File: config.mk
export PLATFORM = sky130hd
export DESIGN_NAME = fpa_front
export DESIGN_NICKNAME = d
export VERILOG_FILES = /design/src/rtl/fpa_pkg.sv /design/src/rtl/fpa_front.sv
export SDC_FILE = /design/constraint.sdc
export NUM_CORES = 1
export LEC_CHECK = 0
export ABC_CLOCK_PERIOD_IN_PS = 1350
export BUFFER_PORTS_ARGS = -buffer_cell sky130_fd_sc_hd__buf_4
export CORE_AREA = 2 2 89 91
export CTS_BUF_LIST = sky130_fd_sc_hd__clkbuf_8
export CTS_CLUSTER_DIAMETER = 50
export DETAILED_ROUTE_END_ITERATION = 16
export DIE_AREA = 0 0 91 93
export MAX_ROUTING_LAYER = met4
export PLACE_DENSITY_LB_ADDON = 0.25
export SYNTH_ARGS = -nofsm -noshare
export SYNTH_HDL_FRONTEND = slang
export SYNTH_SLANG_ARGS = --single-unit
export TNS_END_PERCENT = 100
File: constraint.sdc
create_clock -name aclk -period 1.35 [get_ports aclk]
set_input_delay 0.27 -clock aclk [delete_from_list [all_inputs] [get_ports aclk]]
set_output_delay 0.27 -clock aclk [all_outputs]
set_load 0.01 [all_outputs]
File: src/rtl/fpa_pkg.sv
// ----------------------------------------------------------------------------
// fpa_pkg
// Shared constants, command codes and types of the Q17.14 fixed-point ALU.
// ----------------------------------------------------------------------------
package fpa_pkg;

    localparam int FRAC_BITS = 14;
    localparam int WORD_W    = 32;
    localparam int CMD_W     = 4;
    localparam int DVD_W     = WORD_W + FRAC_BITS;

    localparam logic [CMD_W-1:0] CMD_ITOF    = 4'd0;
    localparam logic [CMD_W-1:0] CMD_FTOI    = 4'd1;
    localparam logic [CMD_W-1:0] CMD_ADD     = 4'd2;
    localparam logic [CMD_W-1:0] CMD_SUB     = 4'd3;
    localparam logic [CMD_W-1:0] CMD_ADD_INT = 4'd4;
    localparam logic [CMD_W-1:0] CMD_SUB_INT = 4'd5;
    localparam logic [CMD_W-1:0] CMD_MUL     = 4'd6;
    localparam logic [CMD_W-1:0] CMD_MUL_INT = 4'd7;
    localparam logic [CMD_W-1:0] CMD_DIV     = 4'd8;
    localparam logic [CMD_W-1:0] CMD_DIV_INT = 4'd9;

    typedef struct packed {
        logic [CMD_W-1:0]  cmd;
        logic              is_div;
        logic              is_mul;
        logic [WORD_W-1:0] a;
        logic [WORD_W-1:0] b;
    } item_t;

endpackage

File: src/rtl/fpa_front.sv
// ----------------------------------------------------------------------------
// fpa_front
// Accepts requests from the input stream and classifies the command.
// ----------------------------------------------------------------------------
module fpa_front (
    input  logic                          aclk,
    input  logic                          aresetn,
    input  logic                          s_tvalid,
    output logic                          s_tready,
    input  logic [2*fpa_pkg::WORD_W-1:0]  s_tdata,
    input  logic [fpa_pkg::CMD_W-1:0]     s_tuser,
    output logic                          push_valid,
    input  logic                          push_ready,
    output fpa_pkg::item_t                push_item
);

    logic           valid_reg;
    logic           valid_next;
    fpa_pkg::item_t item_reg;
    fpa_pkg::item_t item_next;
    logic           accept;

    assign s_tready   = !valid_reg || push_ready;
    assign accept     = s_tvalid && s_tready;
    assign push_valid = valid_reg;
    assign push_item  = item_reg;

    always_comb begin
        valid_next       = accept || (valid_reg && !push_ready);
        item_next.cmd    = s_tuser;
        item_next.is_div = (s_tuser == fpa_pkg::CMD_DIV) || (s_tuser == fpa_pkg::CMD_DIV_INT);
        item_next.is_mul = (s_tuser == fpa_pkg::CMD_MUL) || (s_tuser == fpa_pkg::CMD_MUL_INT);
        item_next.a      = s_tdata[fpa_pkg::WORD_W-1:0];
        item_next.b      = s_tdata[2*fpa_pkg::WORD_W-1:fpa_pkg::WORD_W];
    end

    always_ff @(posedge aclk) begin
        if (!aresetn) begin
            valid_reg <= 1'b0;
        end else begin
            valid_reg <= valid_next;
        end
        if (accept) begin
            item_reg <= item_next;
        end
    end

endmodule

==> impl_metrics.tcl <==
set metrics [dict create \
    total_power_mw 4.96 \
    io_buffers 143 \
    p_leak_nw 1.54 \
    routed_wl_um 4940 \
    grt_antenna_before_repair 0 \
    fin_tns_setup_ns 0 \
    rsz0062_at_grt "false" \
    ff2ff_path_depth 3 \
    p_comb_share_pct 10.1 \
    critical_path_arrival_ns 0.90 \
    gp_congestion 0.754 \
    synth.top_cell.area_share_pct 96.7 \
    ys_seq_area_share_pct 97.6 \
    tightestPinTransition_ns 0.157 \
    endpoint_kind "primary output" \
    chipHeight_um 93 \
    fin_skew_ns 0.00617 \
    die_w_um 91 \
    yosysMostFrequentCell "edfxtp_1" \
    dieArea_um2 8460 \
    synthFlopType "edfxtp_1" \
    grt_overflow 0 \
    core_area_um2 7530 \
    cts_buffers 9 \
    post-cts-setup-buffer-count 0 \
    setup_violations 0 \
    synth.largest_area_cell "edfxtp_1" \
    worstPathRequired_ns 1.08 \
    cts_num_sinks 71 \
    relSlewSlack_pct 89.5 \
    final_cells 344 \
    htreeDepth 3 \
    seq_power_share_pct 52.6 \
    crit_fanout 3 \
    synthDistinctLibCells 9 \
    hold_viol 0 \
    hold_path_class "in -> reg" \
    clkPwrFrac_pct 37.3 \
    drc 0 \
    fin_crit_sh_pct 86.4 \
    fmax_ghz 0.858 \
    drt_first_pass_iters 6 \
    postCtsResizedCells 0 \
    diodes 0 \
    tritoncts "yes" \
    clk_pin_slew_ns 0.08 \
    first_global_vias 1273 \
    dp_cells 328 \
    maxCapViolations 0 \
    grtUsageTotal_pct 12.1 \
    p_switching_mw 1.04 \
    ant_nets 0 \
    start_util_pct 28.9 \
    status "completed" \
    root_buffer "clkbuf_8" \
    syn_area_um2 2170 \
    vias_per_cell 3.87 \
    p_int_mw 3.92 \
    drv_slew 0 \
    final_nets 309 \
    drive_above_1_share_pct 69.0 \
    n_fill_cell 660 \
    syn-instance-count 78 \
    synth-seq-cells 71 \
    switching_share_pct 21.0 \
    synth-edff-count 70 \
    holdBufCountCts 0 \
    min_period_ns 1.17 \
    synthArstFlopShare_pct 0 \
    p_per_area_nw_per_um2 1350 \
    cts_buffer_depth 2 \
    grt_max_degree 26 \
    critical_path_class "reg -> out" \
    rows 32 \
    wl_per_cell_um 14.4 \
    multiInputGateArea_um2 48.8 \
    utilization_pct 48.6 \
    grt_pass1_wl_um 7030 \
    synth_area_per_cell_um2 27.9 \
    vdd_drop_max_mv 0.546 \
    place_hpwl_um 3660 \
    vias 1332 \
    insertion_delay_ns 0.34 \
    startpoint_type "flop" \
    yosysWarnings 0 \
    drtIter0Drc 58 \
    regArea_um2 2120 \
    synth_nets 150 \
    area_delta_synth_final_pct 68.4 \
    io-pin-count 144 \
    yosys-top-cells-area "edfxtp_1, dfxtp_1, nand2b_4" \
    min_path_cells 1 \
]
## routing by layer
| layer | vias up | track usage, % | share of wire [%] |
|---|---|---|---|
| li1 | 629 | - | - |
| met1 | 609 | 13.8 | 40 |
| met2 | 85 | 17.7 | 48 |
| met3 | 9 | 5.32 | 9.3 |
| met4 | 0 | 7.20 | 2.2 |
| met5 | - | - | 0 |
## flip-flops by register name (all words and copies together), names as in the netlist
| register | count |
|---|---|
| push_item | 70 |
| push_valid | 1 |
## worst paths after layout
path	slack, ns	from	to
worst max register to register	0.21	push_valid	push_item[39]
worst min-delay path	0.1	s_tdata[42]	push_item[10]
worst max-delay path	0.18	push_valid	s_tready
worst min register to register	0.49	push_valid	push_valid
## area by class of cell
cell class,count,share of cell area [%]
well taps,102,3.49
flip-flops and latches,71,58.0
clock inverters,7,2.67
multi-input cells,6,1.33
clock buffers,9,3.38
inverters,1,0.103
repair buffers,148,31.0
## cells by family after synthesis
logic type             after synthesis  synth area share [%]
flip-flops                          71                  97.6
AND/OR/NAND/NOR                      5                  1.73
AO/OA/AOI/OAI                        1                 0.518
buffers and inverters                1                 0.172
## stage by stage
step / area (um^2) / hold slack, ns / worst slack, ns
after floorplan: 2180 / 0.369 / -0.0407
after global placement: 3440 / 0.448 / 0.136
after detailed placement: 3440 / 0.449 / 0.132
after CTS: 3660 / 0.0771 / 0.164
after global routing: 3660 / 0.0723 / 0.142
final: 3660 / 0.0969 / 0.184
## cell usage in the layout (no fill, tap or decap)
master	n
dfxtp_2	1
edfxtp_1	70
clkinv_4	2
a21boi_2	1
nand2_1	1
buf_4	146
inv_1	2
bufinv_16	2
and2_4	1
nor3b_1	1
inv_6	1
nor2_1	1
buf_12	2
nand2b_4	1
clkinvlp_4	1
clkbuf_8	9
## power by group through the flow
stage | clock network, mW | registers [mW] | logic (mW)
4_1_cts | 1.92 | 2.61 | 0.511
3_3_place_gp | 0 | 2.66 | 0.505
6_report | 1.85 | 2.61 | 0.501
2_1_floorplan | 0 | 2.73 | 0.0491
5_1_grt | 1.98 | 2.62 | 0.534
3_5_place_dp | 0 | 2.66 | 0.510
## worst max-delay path, stage by stage, from the launching register on
cell and delay, ns:
dfxtp_2 0.35, nand2b_4 0.06, buf_4 0.14
(Power assumes the default switching activity.)
