**src/rtl/fpa_pkg.sv**
```systemverilog
// ----------------------------------------------------------------------------
// fpa_pkg
// Shared constants, command codes and types of the Q17.14 fixed-point ALU.
// ----------------------------------------------------------------------------
package fpa_pkg;

    localparam int FRAC_BITS = 14;
    localparam int WORD_W    = 32;
    localparam int CMD_W     = 4;
    localparam int DVD_W     = WORD_W + FRAC_BITS;

    localparam logic [CMD_W-1:0] CMD_ITOF    = 4'd0;
    localparam logic [CMD_W-1:0] CMD_FTOI    = 4'd1;
    localparam logic [CMD_W-1:0] CMD_ADD     = 4'd2;
    localparam logic [CMD_W-1:0] CMD_SUB     = 4'd3;
    localparam logic [CMD_W-1:0] CMD_ADD_INT = 4'd4;
    localparam logic [CMD_W-1:0] CMD_SUB_INT = 4'd5;
    localparam logic [CMD_W-1:0] CMD_MUL     = 4'd6;
    localparam logic [CMD_W-1:0] CMD_MUL_INT = 4'd7;
    localparam logic [CMD_W-1:0] CMD_DIV     = 4'd8;
    localparam logic [CMD_W-1:0] CMD_DIV_INT = 4'd9;

    typedef struct packed {
        logic [CMD_W-1:0]  cmd;
        logic              is_div;
        logic              is_mul;
        logic [WORD_W-1:0] a;
        logic [WORD_W-1:0] b;
    } item_t;

endpackage

```
**src/rtl/fpa_queue.sv**
```systemverilog
// ----------------------------------------------------------------------------
// fpa_queue
// Two-entry queue between the front and the back.
// ----------------------------------------------------------------------------
module fpa_queue (
    input  logic           aclk,
    input  logic           aresetn,
    input  logic           in_valid,
    output logic           in_ready,
    input  fpa_pkg::item_t in_item,
    output logic           out_valid,
    input  logic           out_ready,
    output fpa_pkg::item_t out_item
);

    fpa_pkg::item_t mem [0:1];
    logic       wr_ptr_reg;
    logic       rd_ptr_reg;
    logic [1:0] count_reg;
    logic [1:0] count_next;
    logic       push;
    logic       pop;

    assign in_ready  = (count_reg != 2'd2);
    assign out_valid = (count_reg != 2'd0);
    assign out_item  = mem[rd_ptr_reg];
    assign push      = in_valid && in_ready;
    assign pop       = out_valid && out_ready;

    always_comb begin
        count_next = count_reg;
        if (push && !pop) begin
            count_next = count_reg + 2'd1;
        end else if (pop && !push) begin
            count_next = count_reg - 2'd1;
        end
    end

    always_ff @(posedge aclk) begin
        if (!aresetn) begin
            wr_ptr_reg <= 1'b0;
            rd_ptr_reg <= 1'b0;
            count_reg  <= 2'd0;
        end else begin
            count_reg <= count_next;
            if (push) begin
                wr_ptr_reg <= !wr_ptr_reg;
            end
            if (pop) begin
                rd_ptr_reg <= !rd_ptr_reg;
            end
        end
        if (push) begin
            mem[wr_ptr_reg] <= in_item;
        end
    end

endmodule

```
**config.mk**
```make
export PLATFORM = sky130hd
export DESIGN_NAME = fpa_queue
export DESIGN_NICKNAME = d
export VERILOG_FILES = /design/src/rtl/fpa_pkg.sv /design/src/rtl/fpa_queue.sv
export SDC_FILE = /design/constraint.sdc
export NUM_CORES = 1
export LEC_CHECK = 0
export ABC_AREA = 0
export BUFFER_PORTS_ARGS = -buffer_cell sky130_fd_sc_hd__buf_2
export CAP_MARGIN = 20
export CORE_UTILIZATION = 52
export DETAILED_ROUTE_END_ITERATION = 8
export PLACE_DENSITY = 0.79
export SLEW_MARGIN = 20
export SYNTH_ARGS = -nofsm -noshare
export SYNTH_HDL_FRONTEND = slang
export SYNTH_SLANG_ARGS = --single-unit
```
**constraint.sdc**
```tcl
create_clock -name aclk -period 3.81 [get_ports aclk]
set_clock_uncertainty 0.1 [all_clocks]
set_input_delay 0.762 -clock aclk [delete_from_list [all_inputs] [get_ports aclk]]
set_output_delay 0.762 -clock aclk [all_outputs]
set_load 0.02 [all_outputs]
```
==> results.md <==
- HP Class: in -> reg
- Initial antenna violation count: 1
- R2R depth: 4
- Number of cells on the critical path: 2
- Antenna-violating nets left: 0
- Die Y: 103 um
- Clock Latency Late Sink: 0.51 ns
- Syn-to-layout area delta: 28.5%
- Worst setup EP type: primary output
- # hold bufs at CTS: 0
- Post-Syn Area: 5280 um^2
- Post-route DRC: 0
- Proportion of layout cells with a drive suffix above 1: 61.2%
- Total wire length: 8610 um
- Top-Level Pins: 146
- NetSw: 0.00135 W
- Largest net degree at the start of global routing: 71
- Cells along the critical path: mux2_2 -> buf_2
- Pint: 0.00360 W
- Clock period minus final worst setup slack: 2.98 ns
- Synth warnings: 0
- DR WL/cell: 15.8 um
- Clock Sink Count: 145
- Final Hold Slack: 0.332 ns
- Multi-input logic area: 932 um^2
- Number of fillers in the final layout: 660
- GP Congestion: 0.637
- Register area share after synthesis: 81.6%
- CORE AREA: 9820 um^2
- Slew HR: 36.8%
- TritonCTS Buffers: 17
- Hold Path Depth: 1
- Mean post-synth cell area: 21.8 um^2
- Final Core Density: 69.0%
- Pre-Repair DR Iteration Count: 4
- Via-to-Cell Ratio: 4.99
- Startpoint Class: flop
- Max-cap violation count: 0
- Routed vias: 2727
- FF+latch area: 4310 um^2
- Final setup viols: 0
- Die footprint: 10600 um^2
- #FFs+latches synth: 145
- Port bufs: 145
- Share of total power in combinational logic: 22.3%
- Clock Pin Slew Worst Setup and Hold Paths: 0.06 ns
- Overall routing resource usage: 17.0%
- Cells after Synth: 242
- CTS root buf: clkbuf_8
- Max reg flops: 140
- Worst Max-Slew Pin Slew: 0.947 ns
- Reg2reg setup slack: 1.86 ns
- Worst-path fanout max: 70
- Distinct cells, synth: 19
- Crit path max-delay family: flip-flops
- Starting DRT DRC Count: 57
- Row cnt: 36
- WP buf/inv: 1
- Power density cells: 730 nW/um^2
- Crit path max-delay cell type: dfxtp_4
- Run status: complete, no violations
- Placed inst area: 6160 um^2
- Endpoints failing hold: 0
- Htree depth: 4
- First-pass GRT wire length: 12700 um
- Max Fclk: 336 MHz
- Vias in the first global route: 2756
- Pwr Total: 0.00495 W
- Critical path class: reg -> out
- Clock buffer depth: 2
- Nets: 474
- Sequential share of power: 43.4%
- Fin crit share: 78.2%
- Final instance area: 6780 um^2
- WP data required: 2.95 ns
- Post-CTS Setup Inserts: 0
- Critical Path Max Stage Delay: 0.93 ns
- Syn_nets: 317
- VDD IR max: 0.000444 V
- RSZ-0062 raised after global routing: false
- Post-cts sizing count: 0
- Hpwl dp: 5390 um
- Sw frac: 27.3%
- P_leak: 2.54 nW
- Slew Viols, Final: 0
- Worst path arrival time: 2.12 ns
- Clock network fraction of total power: 34.3%
- CTS tree: built
- Initial core utilization: 53.7%
- GR Overflow Total: 0
- Die W: 103 um
- Setup_tns: 0 ns
[metal layers]
layer  GRT usage [%]  part of all wire (%)
met3            7.25                   8.1
met4            9.56                   1.9
met1            18.3                    39
met5               0                     0
met2            28.4                    51
[cell type report]
type | count | share of cell area [%]
Clock inverter | 10 | 2.34
Clock buffer | 22 | 6.83
Antenna cell | 1 | 0.0369
Sequential cell | 145 | 63.5
Inverter | 1 | 0.0554
Tap cell | 133 | 2.45
Multi-Input combinational cell | 88 | 13.7
Timing Repair Buffer | 146 | 11.0
[power groups by stage]
stage / registers, W / clock network, W / logic (W)
CTS: 0.00216 / 0.00173 / 0.00112
floorplan: 0.00207 / 0 / 0.000862
global placement: 0.00218 / 0 / 0.00111
detailed placement: 0.00219 / 0 / 0.00112
finish: 0.00215 / 0.00170 / 0.00111
global route: 0.00218 / 0.00178 / 0.00119
[cell families (layout without fill, tap and decap cells)]
family | after synthesis | count (layout) | share of synthesized area, %
mux | 70 | 70 | 14.9
buf+inv | 9 | 179 | 0.830
xor+xnor | 3 | 3 | 0.498
fa+ha+maj | 1 | 1 | 0.237
simple gates | 9 | 9 | 1.23
compound gates | 5 | 5 | 0.664
other cells | 0 | 1 | 0
flops | 145 | 145 | 81.6
[synth_stat cells]
cell type  number  area share (%)
edfxtp_1      140              80
mux2_2         70              15
buf_2           8            0.76
dfxtp_1         5             1.9
and2_1          4            0.47
xnor2_1         2            0.33
a21bo_2         1            0.19
a21boi_0        1            0.14
a21boi_1        1            0.14
and3_1          1            0.12
ha_1            1            0.24
inv_1           1           0.071
nand2b_4        1            0.26
nand3b_1        1            0.14
o21ai_0         1           0.095
o21ai_1         1           0.095
or2_2           1            0.12
or3_1           1            0.12
xor2_1          1            0.17
[cell usage in the layout, fill, tap and decap left out, drive strengths merged]
cell type / instances
a21bo: 1
a21boi: 2
and2: 4
and3: 1
buf: 146
bufinv: 4
clkbuf: 22
clkinv: 4
clkinvlp: 2
dfxtp: 5
diode: 1
edfxtp: 140
ha: 1
inv: 1
mux2: 70
nand2b: 1
nand3b: 1
o21ai: 2
or2: 1
or3: 1
xnor2: 2
xor2: 1
[worst register-to-register path: cells and delay by family (launching register included)]
family / cells / cell delay [ns]
DFF: 1 / 0.42
buffers and inverters: 2 / 0.79
and+or+nand+nor: 2 / 0.29
[per-stage QoR]
step	setup slack [ns]	instances
2_1_floorplan	0.822	242
3_3_place_gp	1.35	513
3_5_place_dp	1.37	513
4_1_cts	0.798	545
5_1_grt	0.737	545
6_report	0.832	546
[final timing paths]
path	from	endpoint
setup / recovery	flop	out_item[29]
hold / removal	in_item[25]	mem[0][25]
setup reg to reg	count_reg[0]	mem[0][9]
hold reg to reg	count_reg[1]	count_reg[1]
No activity file was read; power rests on OpenSTA's default activity.
